File: src/hw/rtl/sequential_bayesian_evidence_update_defines.svh
// ----------------------------------------------------------------------------
// Assertion macros for the sequential Bayesian evidence update
// Short forms for concurrent assertions clocked on clk and disabled in reset.
// ----------------------------------------------------------------------------
`ifndef SEQUENTIAL_BAYESIAN_EVIDENCE_UPDATE_DEFINES_SVH
`define SEQUENTIAL_BAYESIAN_EVIDENCE_UPDATE_DEFINES_SVH

// The consequent must hold in the same cycle as the antecedent.
`define SBEU_ASSERT_IMP(label, ante, cons, msg) \
    label: assert property (@(posedge clk) disable iff (!rst_n) (ante) |-> (cons)) \
        else $error(msg);

// The consequent must hold in the cycle after the antecedent.
`define SBEU_ASSERT_NXT(label, ante, cons, msg) \
    label: assert property (@(posedge clk) disable iff (!rst_n) (ante) |=> (cons)) \
        else $error(msg);

`endif

File: src/hw/rtl/sbeu_pkg.sv
// ----------------------------------------------------------------------------
// Sequential Bayesian evidence update package
// Widths, constants, types and helpers shared by the update datapath.
// ----------------------------------------------------------------------------
`default_nettype none

package sbeu_pkg;

    // Fixed-point format: FRAC_BITS fraction bits, 1.0 is 2^FRAC_BITS.
    localparam int FRAC_BITS = 16;
    localparam int ONE_W     = FRAC_BITS + 1;
    localparam int PRIOR_W   = FRAC_BITS;
    localparam int LIK_W     = 2 * FRAC_BITS + 1;
    localparam int EV_W      = 3 * FRAC_BITS + 1;

    // Serial multiplier digits.
    localparam int DIGIT_W   = 4;
    localparam int N_DIG     = (ONE_W + DIGIT_W - 1) / DIGIT_W;
    localparam int PAD_W     = N_DIG * DIGIT_W;
    localparam int DIG_CNT_W = $clog2(N_DIG);
    localparam int PP_W      = DIGIT_W + ONE_W;
    localparam int PN_W      = DIGIT_W + LIK_W;

    // Divider step counter.
    localparam int DIV_CNT_W = $clog2(FRAC_BITS);

    // Configuration port.
    localparam int CFG_IDX_W  = 1;
    localparam int CFG_DATA_W = ONE_W;
    localparam logic [CFG_IDX_W-1:0] CFG_PRIOR  = CFG_IDX_W'(0);
    localparam logic [CFG_IDX_W-1:0] CFG_AI_REL = CFG_IDX_W'(1);

    localparam logic [ONE_W-1:0]   ONE_Q        = ONE_W'(1) << FRAC_BITS;
    localparam logic [PRIOR_W-1:0] PRIOR_RESET  = PRIOR_W'(1) << (FRAC_BITS - 1);
    localparam logic [ONE_W-1:0]   AI_REL_RESET = ONE_W'((9 * (2 ** FRAC_BITS)) / 10);

    typedef enum logic [2:0] {
        ST_IDLE,
        ST_LIK,
        ST_PROD,
        ST_DEN,
        ST_DIV_GO,
        ST_DIV,
        ST_DONE
    } state_t;

    typedef struct packed {
        logic busy;
        logic done;
    } div_stat_t;

    // Clamp a Q1.16 value to 1.0.
    function automatic logic [ONE_W-1:0] sat_one(input logic [ONE_W-1:0] v);
        return (v > ONE_Q) ? ONE_Q : v;
    endfunction

endpackage

`default_nettype wire

File: src/hw/rtl/sbeu_div.sv
// ----------------------------------------------------------------------------
// Posterior divider: 0 for a zero divisor, 1.0 when num >= den, else
// restoring division giving floor(num * 2^FRAC_BITS / den), one bit a cycle.
// ----------------------------------------------------------------------------
`default_nettype none

module sbeu_div (
    input  wire logic                           clk,
    input  wire logic                           rst_n,
    input  wire logic                           start,
    input  wire logic [sbeu_pkg::EV_W-1:0]      num,
    input  wire logic [sbeu_pkg::EV_W-1:0]      den,
    output logic      [sbeu_pkg::ONE_W-1:0]     quot,
    output sbeu_pkg::div_stat_t                 stat
);

    logic                             busy_reg, busy_next;
    logic                             done_reg, done_next;
    logic [sbeu_pkg::DIV_CNT_W-1:0]   cnt_reg, cnt_next;
    logic [sbeu_pkg::EV_W:0]          rem_reg, rem_next;
    logic [sbeu_pkg::EV_W-1:0]        den_reg, den_next;
    logic [sbeu_pkg::ONE_W-1:0]       quot_reg, quot_next;

    logic [sbeu_pkg::EV_W:0]          shifted;
    logic [sbeu_pkg::EV_W:0]          diff;
    logic                             ge;

    // The remainder stays below the divisor, so its top bit is always clear.
    assign shifted = {rem_reg[sbeu_pkg::EV_W-1:0], 1'b0};
    assign ge      = (shifted >= {1'b0, den_reg});
    assign diff    = shifted - {1'b0, den_reg};

    always_comb
    begin
        busy_next = busy_reg;
        done_next = 1'b0;
        cnt_next  = cnt_reg;
        rem_next  = rem_reg;
        den_next  = den_reg;
        quot_next = quot_reg;
        if (start)
        begin
            den_next  = den;
            rem_next  = {1'b0, num};
            quot_next = '0;
            if (den == '0)
            begin
                done_next = 1'b1;
            end
            else if (num >= den)
            begin
                quot_next = sbeu_pkg::ONE_Q;
                done_next = 1'b1;
            end
            else
            begin
                busy_next = 1'b1;
                cnt_next  = '0;
            end
        end
        else if (busy_reg)
        begin
            rem_next  = ge ? diff : shifted;
            quot_next = {quot_reg[sbeu_pkg::ONE_W-2:0], ge};
            if (cnt_reg == sbeu_pkg::DIV_CNT_W'(sbeu_pkg::FRAC_BITS - 1))
            begin
                busy_next = 1'b0;
                done_next = 1'b1;
            end
            else
            begin
                cnt_next = cnt_reg + 1'b1;
            end
        end
    end

    always_ff @(posedge clk or negedge rst_n)
    begin
        if (!rst_n)
        begin
            busy_reg <= 1'b0;
            done_reg <= 1'b0;
            cnt_reg  <= '0;
        end
        else
        begin
            busy_reg <= busy_next;
            done_reg <= done_next;
            cnt_reg  <= cnt_next;
        end
    end

    always_ff @(posedge clk)
    begin
        rem_reg  <= rem_next;
        den_reg  <= den_next;
        quot_reg <= quot_next;
    end

    assign quot      = quot_reg;
    assign stat.busy = busy_reg;
    assign stat.done = done_reg;

endmodule

`default_nettype wire

File: src/hw/rtl/sequential_bayesian_evidence_update.sv
// ----------------------------------------------------------------------------
// Sequential Bayesian evidence update
// Keeps a running posterior in Q1.16 and updates it with one evidence item
// per transfer, emitting the new posterior for every item.
// ----------------------------------------------------------------------------
//
//  Channel  Handshake            Payload
//  -------  -------------------  ---------------------------------------------
//  cfg      cfg_we               cfg_index, cfg_data (prior, AI reliability)
//  in       in_valid / in_ready  start_req, confidence, reliability, last_in
//  out      out_valid/out_ready  posterior_out, status, last_out
//
//  An item with a computed update runs the likelihood pass, the evidence
//  pass, the denominator sum and the divider before its result reaches
//  out_valid; no new item is taken until then. The two multiply passes are
//  digit-serial and the divider gives one bit a cycle. An evidence item with
//  zero reliability goes straight to the done state. Reset is asynchronous
//  and active low; it clears the posterior and the fault flag and restores
//  the register defaults. A stalled output only holds the finished item
//  in its final state; the output register frees once its transfer completes.
//
`default_nettype none

`include "sequential_bayesian_evidence_update_defines.svh"

module sequential_bayesian_evidence_update (
    input  wire logic                               clk,
    input  wire logic                               rst_n,
    input  wire logic                               cfg_we,
    input  wire logic [sbeu_pkg::CFG_IDX_W-1:0]     cfg_index,
    input  wire logic [sbeu_pkg::CFG_DATA_W-1:0]    cfg_data,
    input  wire logic                               in_valid,
    output logic                                    in_ready,
    input  wire logic                               start_req,
    input  wire logic [sbeu_pkg::ONE_W-1:0]         confidence,
    input  wire logic [sbeu_pkg::ONE_W-1:0]         reliability,
    input  wire logic                               last_in,
    output logic                                    out_valid,
    input  wire logic                               out_ready,
    output logic      [sbeu_pkg::ONE_W-1:0]         posterior_out,
    output logic                                    status,
    output logic                                    last_out
);

    // ------------------------------------------------------------------
    // Registers
    // ------------------------------------------------------------------
    sbeu_pkg::state_t                  state_reg, state_next;

    // Control state and configuration, initialised by reset.
    logic [sbeu_pkg::DIG_CNT_W-1:0]    cnt_reg, cnt_next;
    logic                              fault_reg, fault_next;
    logic                              upd_reg, upd_next;
    logic [sbeu_pkg::ONE_W-1:0]        post_reg, post_next;
    logic                              out_valid_reg, out_valid_next;
    logic [sbeu_pkg::PRIOR_W-1:0]      prior_reg, prior_next;
    logic [sbeu_pkg::ONE_W-1:0]        ai_rel_reg, ai_rel_next;

    // Datapath. The digit registers shift left one digit per cycle in their
    // pass so that the most significant digit always sits at the top.
    logic [sbeu_pkg::PAD_W-1:0]        conf_reg, conf_next;
    logic [sbeu_pkg::PAD_W-1:0]        confb_reg, confb_next;
    logic [sbeu_pkg::ONE_W-1:0]        rel_reg, rel_next;
    logic [sbeu_pkg::ONE_W-1:0]        relb_reg, relb_next;
    logic [sbeu_pkg::PAD_W-1:0]        p_reg, p_next;
    logic [sbeu_pkg::PAD_W-1:0]        pb_reg, pb_next;
    logic [sbeu_pkg::LIK_W-1:0]        lpos_reg, lpos_next;
    logic [sbeu_pkg::LIK_W-1:0]        lneg_reg, lneg_next;
    logic [sbeu_pkg::EV_W-1:0]         num_reg, num_next;
    logic [sbeu_pkg::EV_W-1:0]         neg_reg, neg_next;
    logic [sbeu_pkg::EV_W-1:0]         den_reg, den_next;
    logic                              last_reg, last_next;
    logic [sbeu_pkg::ONE_W-1:0]        posterior_out_reg, posterior_out_next;
    logic                              status_reg, status_next;
    logic                              last_out_reg, last_out_next;

    // ------------------------------------------------------------------
    // Input conditioning
    // ------------------------------------------------------------------
    // Values above 1.0 are clamped. A start item restarts from the prior
    // and uses the configured AI reliability in place of its own.
    logic [sbeu_pkg::ONE_W-1:0]        c_sat;
    logic [sbeu_pkg::ONE_W-1:0]        r_sel;
    logic [sbeu_pkg::ONE_W-1:0]        p_sel;
    logic                              in_xfer;

    assign c_sat   = sbeu_pkg::sat_one(confidence);
    assign r_sel   = start_req ? sbeu_pkg::sat_one(ai_rel_reg)
                               : sbeu_pkg::sat_one(reliability);
    assign p_sel   = start_req ? sbeu_pkg::ONE_W'(prior_reg)
                               : sbeu_pkg::sat_one(post_reg);
    assign in_ready = (state_reg == sbeu_pkg::ST_IDLE);
    assign in_xfer  = in_valid && in_ready;

    // ------------------------------------------------------------------
    // Likelihood pass: one digit of c and of (1 - c) per cycle.
    //   Lpos = r*c + (1-r)*(1-c),  Lneg = r*(1-c) + (1-r)*c
    // ------------------------------------------------------------------
    logic [sbeu_pkg::DIGIT_W-1:0]      c_d, cb_d;
    logic [sbeu_pkg::PP_W-1:0]         pp_rc, pp_rbcb, pp_rcb, pp_rbc;
    logic [sbeu_pkg::LIK_W-1:0]        lpos_sum, lneg_sum;

    assign c_d     = conf_reg[sbeu_pkg::PAD_W-1 -: sbeu_pkg::DIGIT_W];
    assign cb_d    = confb_reg[sbeu_pkg::PAD_W-1 -: sbeu_pkg::DIGIT_W];
    assign pp_rc   = sbeu_pkg::PP_W'(c_d)  * sbeu_pkg::PP_W'(rel_reg);
    assign pp_rbcb = sbeu_pkg::PP_W'(cb_d) * sbeu_pkg::PP_W'(relb_reg);
    assign pp_rcb  = sbeu_pkg::PP_W'(cb_d) * sbeu_pkg::PP_W'(rel_reg);
    assign pp_rbc  = sbeu_pkg::PP_W'(c_d)  * sbeu_pkg::PP_W'(relb_reg);

    // The accumulator only ever holds a prefix of the final product, so the
    // bits lost by the digit shift are always zero.
    assign lpos_sum = {lpos_reg[sbeu_pkg::LIK_W-sbeu_pkg::DIGIT_W-1:0],
                       {sbeu_pkg::DIGIT_W{1'b0}}}
                    + sbeu_pkg::LIK_W'(pp_rc) + sbeu_pkg::LIK_W'(pp_rbcb);
    assign lneg_sum = {lneg_reg[sbeu_pkg::LIK_W-sbeu_pkg::DIGIT_W-1:0],
                       {sbeu_pkg::DIGIT_W{1'b0}}}
                    + sbeu_pkg::LIK_W'(pp_rcb) + sbeu_pkg::LIK_W'(pp_rbc);

    // ------------------------------------------------------------------
    // Evidence pass: num = P*Lpos and the other term (1-P)*Lneg, one digit
    // of P and of (1 - P) per cycle.
    // ------------------------------------------------------------------
    logic [sbeu_pkg::DIGIT_W-1:0]      p_d, pb_d;
    logic [sbeu_pkg::PN_W-1:0]         pn_pos, pn_neg;
    logic [sbeu_pkg::EV_W-1:0]         num_sum, neg_sum;

    assign p_d    = p_reg[sbeu_pkg::PAD_W-1 -: sbeu_pkg::DIGIT_W];
    assign pb_d   = pb_reg[sbeu_pkg::PAD_W-1 -: sbeu_pkg::DIGIT_W];
    assign pn_pos = sbeu_pkg::PN_W'(p_d)  * sbeu_pkg::PN_W'(lpos_reg);
    assign pn_neg = sbeu_pkg::PN_W'(pb_d) * sbeu_pkg::PN_W'(lneg_reg);

    assign num_sum = {num_reg[sbeu_pkg::EV_W-sbeu_pkg::DIGIT_W-1:0],
                      {sbeu_pkg::DIGIT_W{1'b0}}} + sbeu_pkg::EV_W'(pn_pos);
    assign neg_sum = {neg_reg[sbeu_pkg::EV_W-sbeu_pkg::DIGIT_W-1:0],
                      {sbeu_pkg::DIGIT_W{1'b0}}} + sbeu_pkg::EV_W'(pn_neg);

    logic                              dig_last;
    assign dig_last = (cnt_reg == sbeu_pkg::DIG_CNT_W'(sbeu_pkg::N_DIG - 1));

    // ------------------------------------------------------------------
    // Divider: handles the zero-denominator and full-certainty cases and
    // otherwise produces the quotient one bit per cycle.
    // ------------------------------------------------------------------
    logic                              div_start;
    logic [sbeu_pkg::ONE_W-1:0]        div_quot;
    sbeu_pkg::div_stat_t               div_stat;

    assign div_start = (state_reg == sbeu_pkg::ST_DIV_GO);

    sbeu_div u_div (
        .clk   (clk),
        .rst_n (rst_n),
        .start (div_start),
        .num   (num_reg),
        .den   (den_reg),
        .quot  (div_quot),
        .stat  (div_stat)
    );

    // ------------------------------------------------------------------
    // Next state and datapath
    // ------------------------------------------------------------------
    always_comb
    begin
        state_next         = state_reg;
        cnt_next           = cnt_reg;
        fault_next         = fault_reg;
        upd_next           = upd_reg;
        post_next          = post_reg;
        out_valid_next     = out_valid_reg && !out_ready;
        prior_next         = prior_reg;
        ai_rel_next        = ai_rel_reg;
        conf_next          = conf_reg;
        confb_next         = confb_reg;
        rel_next           = rel_reg;
        relb_next          = relb_reg;
        p_next             = p_reg;
        pb_next            = pb_reg;
        lpos_next          = lpos_reg;
        lneg_next          = lneg_reg;
        num_next           = num_reg;
        neg_next           = neg_reg;
        den_next           = den_reg;
        last_next          = last_reg;
        posterior_out_next = posterior_out_reg;
        status_next        = status_reg;
        last_out_next      = last_out_reg;

        // Configuration must only be written while idle; it is not enforced.
        if (cfg_we)
        begin
            case (cfg_index)
                sbeu_pkg::CFG_PRIOR:  prior_next  = cfg_data[sbeu_pkg::PRIOR_W-1:0];
                sbeu_pkg::CFG_AI_REL: ai_rel_next = cfg_data[sbeu_pkg::ONE_W-1:0];
                default:              prior_next  = prior_reg;
            endcase
        end

        case (state_reg)
            sbeu_pkg::ST_IDLE:
            begin
                if (in_xfer)
                begin
                    conf_next  = sbeu_pkg::PAD_W'(c_sat);
                    confb_next = sbeu_pkg::PAD_W'(sbeu_pkg::ONE_Q - c_sat);
                    rel_next   = r_sel;
                    relb_next  = sbeu_pkg::ONE_Q - r_sel;
                    p_next     = sbeu_pkg::PAD_W'(p_sel);
                    pb_next    = sbeu_pkg::PAD_W'(sbeu_pkg::ONE_Q - p_sel);
                    lpos_next  = '0;
                    lneg_next  = '0;
                    num_next   = '0;
                    neg_next   = '0;
                    cnt_next   = '0;
                    last_next  = last_in;
                    if (!start_req && (r_sel == '0))
                    begin
                        // Invalid evidence: the posterior is held and the
                        // chain is flagged until the next start item.
                        fault_next = 1'b1;
                        upd_next   = 1'b0;
                        state_next = sbeu_pkg::ST_DONE;
                    end
                    else
                    begin
                        if (start_req)
                        begin
                            fault_next = 1'b0;
                        end
                        upd_next   = 1'b1;
                        state_next = sbeu_pkg::ST_LIK;
                    end
                end
            end

            sbeu_pkg::ST_LIK:
            begin
                lpos_next  = lpos_sum;
                lneg_next  = lneg_sum;
                conf_next  = conf_reg << sbeu_pkg::DIGIT_W;
                confb_next = confb_reg << sbeu_pkg::DIGIT_W;
                if (dig_last)
                begin
                    cnt_next   = '0;
                    state_next = sbeu_pkg::ST_PROD;
                end
                else
                begin
                    cnt_next = cnt_reg + 1'b1;
                end
            end

            sbeu_pkg::ST_PROD:
            begin
                num_next = num_sum;
                neg_next = neg_sum;
                p_next   = p_reg << sbeu_pkg::DIGIT_W;
                pb_next  = pb_reg << sbeu_pkg::DIGIT_W;
                if (dig_last)
                begin
                    cnt_next   = '0;
                    state_next = sbeu_pkg::ST_DEN;
                end
                else
                begin
                    cnt_next = cnt_reg + 1'b1;
                end
            end

            sbeu_pkg::ST_DEN:
            begin
                // Lpos + Lneg is exactly 1.0 squared, so num + neg fits.
                den_next   = num_reg + neg_reg;
                state_next = sbeu_pkg::ST_DIV_GO;
            end

            sbeu_pkg::ST_DIV_GO:
            begin
                state_next = sbeu_pkg::ST_DIV;
            end

            sbeu_pkg::ST_DIV:
            begin
                if (div_stat.done)
                begin
                    state_next = sbeu_pkg::ST_DONE;
                end
            end

            sbeu_pkg::ST_DONE:
            begin
                // Wait here only while the previous result is still unsent.
                if (!out_valid_reg || out_ready)
                begin
                    if (upd_reg)
                    begin
                        post_next          = div_quot;
                        posterior_out_next = div_quot;
                    end
                    else
                    begin
                        posterior_out_next = post_reg;
                    end
                    status_next    = fault_reg;
                    last_out_next  = last_reg;
                    out_valid_next = 1'b1;
                    state_next     = sbeu_pkg::ST_IDLE;
                end
            end

            default:
            begin
                state_next = sbeu_pkg::ST_IDLE;
            end
        endcase
    end

    // ------------------------------------------------------------------
    // State register
    // ------------------------------------------------------------------
    always_ff @(posedge clk or negedge rst_n)
    begin
        if (!rst_n)
        begin
            state_reg <= sbeu_pkg::ST_IDLE;
        end
        else
        begin
            state_reg <= state_next;
        end
    end

    // ------------------------------------------------------------------
    // Control and configuration registers
    // ------------------------------------------------------------------
    always_ff @(posedge clk or negedge rst_n)
    begin
        if (!rst_n)
        begin
            cnt_reg       <= '0;
            fault_reg     <= 1'b0;
            upd_reg       <= 1'b0;
            post_reg      <= '0;
            out_valid_reg <= 1'b0;
            prior_reg     <= sbeu_pkg::PRIOR_RESET;
            ai_rel_reg    <= sbeu_pkg::AI_REL_RESET;
        end
        else
        begin
            cnt_reg       <= cnt_next;
            fault_reg     <= fault_next;
            upd_reg       <= upd_next;
            post_reg      <= post_next;
            out_valid_reg <= out_valid_next;
            prior_reg     <= prior_next;
            ai_rel_reg    <= ai_rel_next;
        end
    end

    // ------------------------------------------------------------------
    // Datapath registers
    // ------------------------------------------------------------------
    always_ff @(posedge clk)
    begin
        conf_reg          <= conf_next;
        confb_reg         <= confb_next;
        rel_reg           <= rel_next;
        relb_reg          <= relb_next;
        p_reg             <= p_next;
        pb_reg            <= pb_next;
        lpos_reg          <= lpos_next;
        lneg_reg          <= lneg_next;
        num_reg           <= num_next;
        neg_reg           <= neg_next;
        den_reg           <= den_next;
        last_reg          <= last_next;
        posterior_out_reg <= posterior_out_next;
        status_reg        <= status_next;
        last_out_reg      <= last_out_next;
    end

    assign out_valid     = out_valid_reg;
    assign posterior_out = posterior_out_reg;
    assign status        = status_reg;
    assign last_out      = last_out_reg;

    // ------------------------------------------------------------------
    // Assertions
    // ------------------------------------------------------------------
    `SBEU_ASSERT_IMP(a_div_done_while_waiting, div_stat.done,
        state_reg == sbeu_pkg::ST_DIV, "divider finished outside the wait state")
    `SBEU_ASSERT_IMP(a_no_input_while_dividing, div_stat.busy,
        !in_ready, "input taken while the divider is busy")
    `SBEU_ASSERT_IMP(a_posterior_bounded, out_valid,
        posterior_out <= sbeu_pkg::ONE_Q, "posterior above 1.0")
    `SBEU_ASSERT_NXT(a_start_clears_fault, in_valid && in_ready && start_req,
        !fault_reg, "start item did not clear the chain fault")

endmodule

`default_nettype wire

File: config.mk
export PLATFORM = sky130hd
export DESIGN_NAME = sequential_bayesian_evidence_update
export DESIGN_NICKNAME = d
export VERILOG_FILES = /design/src/hw/rtl/sbeu_pkg.sv /design/src/hw/rtl/sbeu_div.sv /design/src/hw/rtl/sequential_bayesian_evidence_update.sv
export VERILOG_INCLUDE_DIRS = /design/src /design/src/hw/rtl
export SDC_FILE = /design/constraint.sdc
export NUM_CORES = 2
export LEC_CHECK = 0
export BUFFER_PORTS_ARGS = -buffer_cell sky130_fd_sc_hd__buf_2
export CORE_ASPECT_RATIO = 0.6
export CORE_UTILIZATION = 60
export DETAILED_ROUTE_END_ITERATION = 7
export PLACE_DENSITY = 0.77
export RECOVER_POWER = 50
export SLEW_MARGIN = 20
export SYNTH_ARGS = -nofsm -noshare
export SYNTH_HDL_FRONTEND = slang
export SYNTH_SLANG_ARGS = --single-unit
File: constraint.sdc
create_clock -name clk -period 5.95 [get_ports clk]
set_input_delay 0.595 -clock clk [delete_from_list [all_inputs] [get_ports clk]]
set_output_delay 0.595 -clock clk [all_outputs]
set_load 0.02 [all_outputs]
==> reports/qor.yml <==
synth_seq_area_share: 0.319
io_buffers: 79
grt_pass1_vias: 34900
grt_pass1_wl_microns: 202000
dr.pass1.iters: 6
antenna_found_initial: 6
synth_nets: 5793
routedWlPerCell_microns: 21.2
die_area_sq_um: 81500
syn-cell-area_sq_um: 48200
grt-ovfl-total: 0
coreArea_sq_um: 79500
crit_path_frequent_cell: "fa_1"
min_period_ps: 5730
violations: "max-capacitance violations, max-slew violations"
fmax_ghz: 0.175
ios: 80
die_w_microns: 368
numClockSinks: 523
hold_viol: 0
worstSetupPathType: "reg2reg"
grt_max_degree: 103
cap_violations: 13
worst_pin_slew_ps: 3560
dp_hpwl_microns: 102000
cp_max_fo: 14
hp-start: "last_in"
ys_async_sr_fraction: 0.124
pre_cts_ws_ps: 134
clock_path_buffers: 3
cp-end-kind: "register"
cp_cell_sequence: "buf_4 -> and2_1 -> fa_1 -> fa_1 -> inv_1 -> fa_1 -> inv_1 -> ha_1 -> nand4_1 -> or3_1 -> a211oi_1 -> o221ai_1 -> o21ai_1 -> a41o_1 -> nand4_1 -> xor2_1 -> nor2_1"
cp-startpoint: "pb_reg[19]"
setup_tns_ps: 0
worstPathRequired_ps: 6350
postRouteWirelength_microns: 130000
hold_path.class: "in2reg"
crit_family: "adder cells"
num-fill-cells: 6485
whs_ps: 113
status: "complete, but fails checks"
nets: 5826
holdBufCountCts: 0
arrival_ps: 6120
root_buffer: "clkbuf_16"
area_growth_pct: 7.02
row_count: 80
crit_slowest_cell: "edfxtp_1"
ant_nets: 0
layout-drive-gt1-share: 0.0585
clock_skew_ps: 77.6
routed_via_density: 6.05
die_y_microns: 222
fin_ws_ps: 223
drt_iter0_markers: 4531
cts_tree: "built"
clk_pin_slew_worst_paths_ps: 70
ys.flop_type: "edfxtp_1"
num_vias: 37100
grt_usage: 0.318
fin_crit_sh: 0.962
path_buf_inv: 3
r2r_slack_ps: 220
synth-edff-count: 458
ys_types: 88
clk_latency_ps: 670
syn_area_per_cell_sq_um: 9.65
cts_made_buffers: 52
yosys_register_bits: 523
setup_viol: 0
crit-reg2reg-launch: "pb_reg[19]"
gp_congestion: 0.957
relSlewSlack: -1.38
yosys_warnings: 0
syn_inst: 4998
cts_htree_levels: 2
slowest_delay_ps: 650
drc: 0
drv_slew: 557
cp-start-kind: "register"
start_util: 0.607
final cells by class:
class / count / area, sq um / share of cell area
diodes: 2 / 5.00 / 0.0000970
clock buffers: 64 / 1410 / 0.0273
clock inverters: 34 / 355 / 0.00689
inverters: 740 / 2780 / 0.0539
multi-input cells: 3564 / 29400 / 0.570
flip-flops and latches: 523 / 15400 / 0.298
well taps: 1066 / 1330 / 0.0258
repair buffers: 150 / 921 / 0.0178
layout by cell type (no fill, tap or decap), types with 26 or more instances in the layout:
cell       Yosys  final
xor2_1       105    105
nand2b_1      38     37
clkbuf_1     155     42
edfxtp_1     458    458
buf_4          0     54
nand2_1      329    329
mux2_2        67     53
fa_1         414    414
nor2_1       353    353
nand4_1       49     49
dfrtp_1       55     55
a21o_1       127    127
o21ai_0      159    159
inv_1        740    739
or3_1         28     29
o21a_1        40     40
a21oi_1      287    285
nand3_1       73     73
clkbuf_16      0     53
nor2b_1       36     36
a211oi_1      61     61
and2_1       488    470
and3_1        43     43
o21bai_1      30     30
a31oi_1       30     28
nor4_1        26     26
nor3_1        67     67
ha_1         322    322
buf_2          7     54
xnor2_1      126    126
cells by family (layout without fill, tap and decap cells):
| logic type | count (synthesis) | count (layout) | synth area share |
|---|---|---|---|
| xor+xnor | 231 | 231 | 0.0420 |
| simple gates | 1587 | 1587 | 0.169 |
| fa+ha+maj | 736 | 736 | 0.255 |
| mux | 88 | 88 | 0.0200 |
| compound gates | 922 | 922 | 0.123 |
| other cells | 0 | 2 | 0 |
| buf+inv | 911 | 988 | 0.0711 |
| flops | 523 | 523 | 0.319 |
metal layers:
layer  vias up  track usage  share of wire
li1      16900            -              -
met1     18200        0.525           0.46
met5         -            0        0.00012
met4         4       0.0485          0.013
met2      1866        0.412           0.39
met3       139       0.0887           0.13
worst paths after layout:
kind	to	cells past startpoint
hold / removal	last_reg	1
hold reg to reg	u_div.den_reg[2]	0
setup reg to reg	neg_reg[43]	17
max in group asynchronous	u_div.busy_reg	2
setup / recovery	neg_reg[43]	17
min in group asynchronous	post_reg[3]	2
metrics by stage:
step,util,area (sq um),instances
floorplan,-,48200,4998
global placement,0.627,49900,6034
detailed placement,0.627,49900,6034
CTS,0.650,51600,6132
global route,0.649,51600,6141
finish,0.649,51600,6143
cell usage after synthesis, types with 40 or more instances:
| master | number | area (sq um) |
|---|---|---|
| nor3_1 | 67 | 335 |
| nand3_1 | 73 | 365 |
| dfrtp_1 | 55 | 1380 |
| and3_1 | 43 | 269 |
| o21ai_0 | 159 | 796 |
| a21oi_1 | 287 | 1440 |
| mux2_2 | 67 | 754 |
| inv_1 | 740 | 2780 |
| clkbuf_1 | 155 | 582 |
| a21o_1 | 127 | 953 |
| nand2_1 | 329 | 1230 |
| xnor2_1 | 126 | 1100 |
| edfxtp_1 | 458 | 13800 |
| ha_1 | 322 | 4030 |
| xor2_1 | 105 | 920 |
| nor2_1 | 353 | 1330 |
| o21a_1 | 40 | 300 |
| and2_1 | 488 | 3050 |
| fa_1 | 414 | 8290 |
| nand4_1 | 49 | 307 |
| a211oi_1 | 61 | 458 |
repair_timing:
item,4_1_cts,5_1_grt
setup buffers,0,9
gates resized for setup,0,7
endpoints found under the hold margin,0,0
endpoints found under the setup margin,0,40
Power is left out: the tool's default activity adds up to more than one toggle a clock period on the data nets, which glitch-free logic cannot reach.
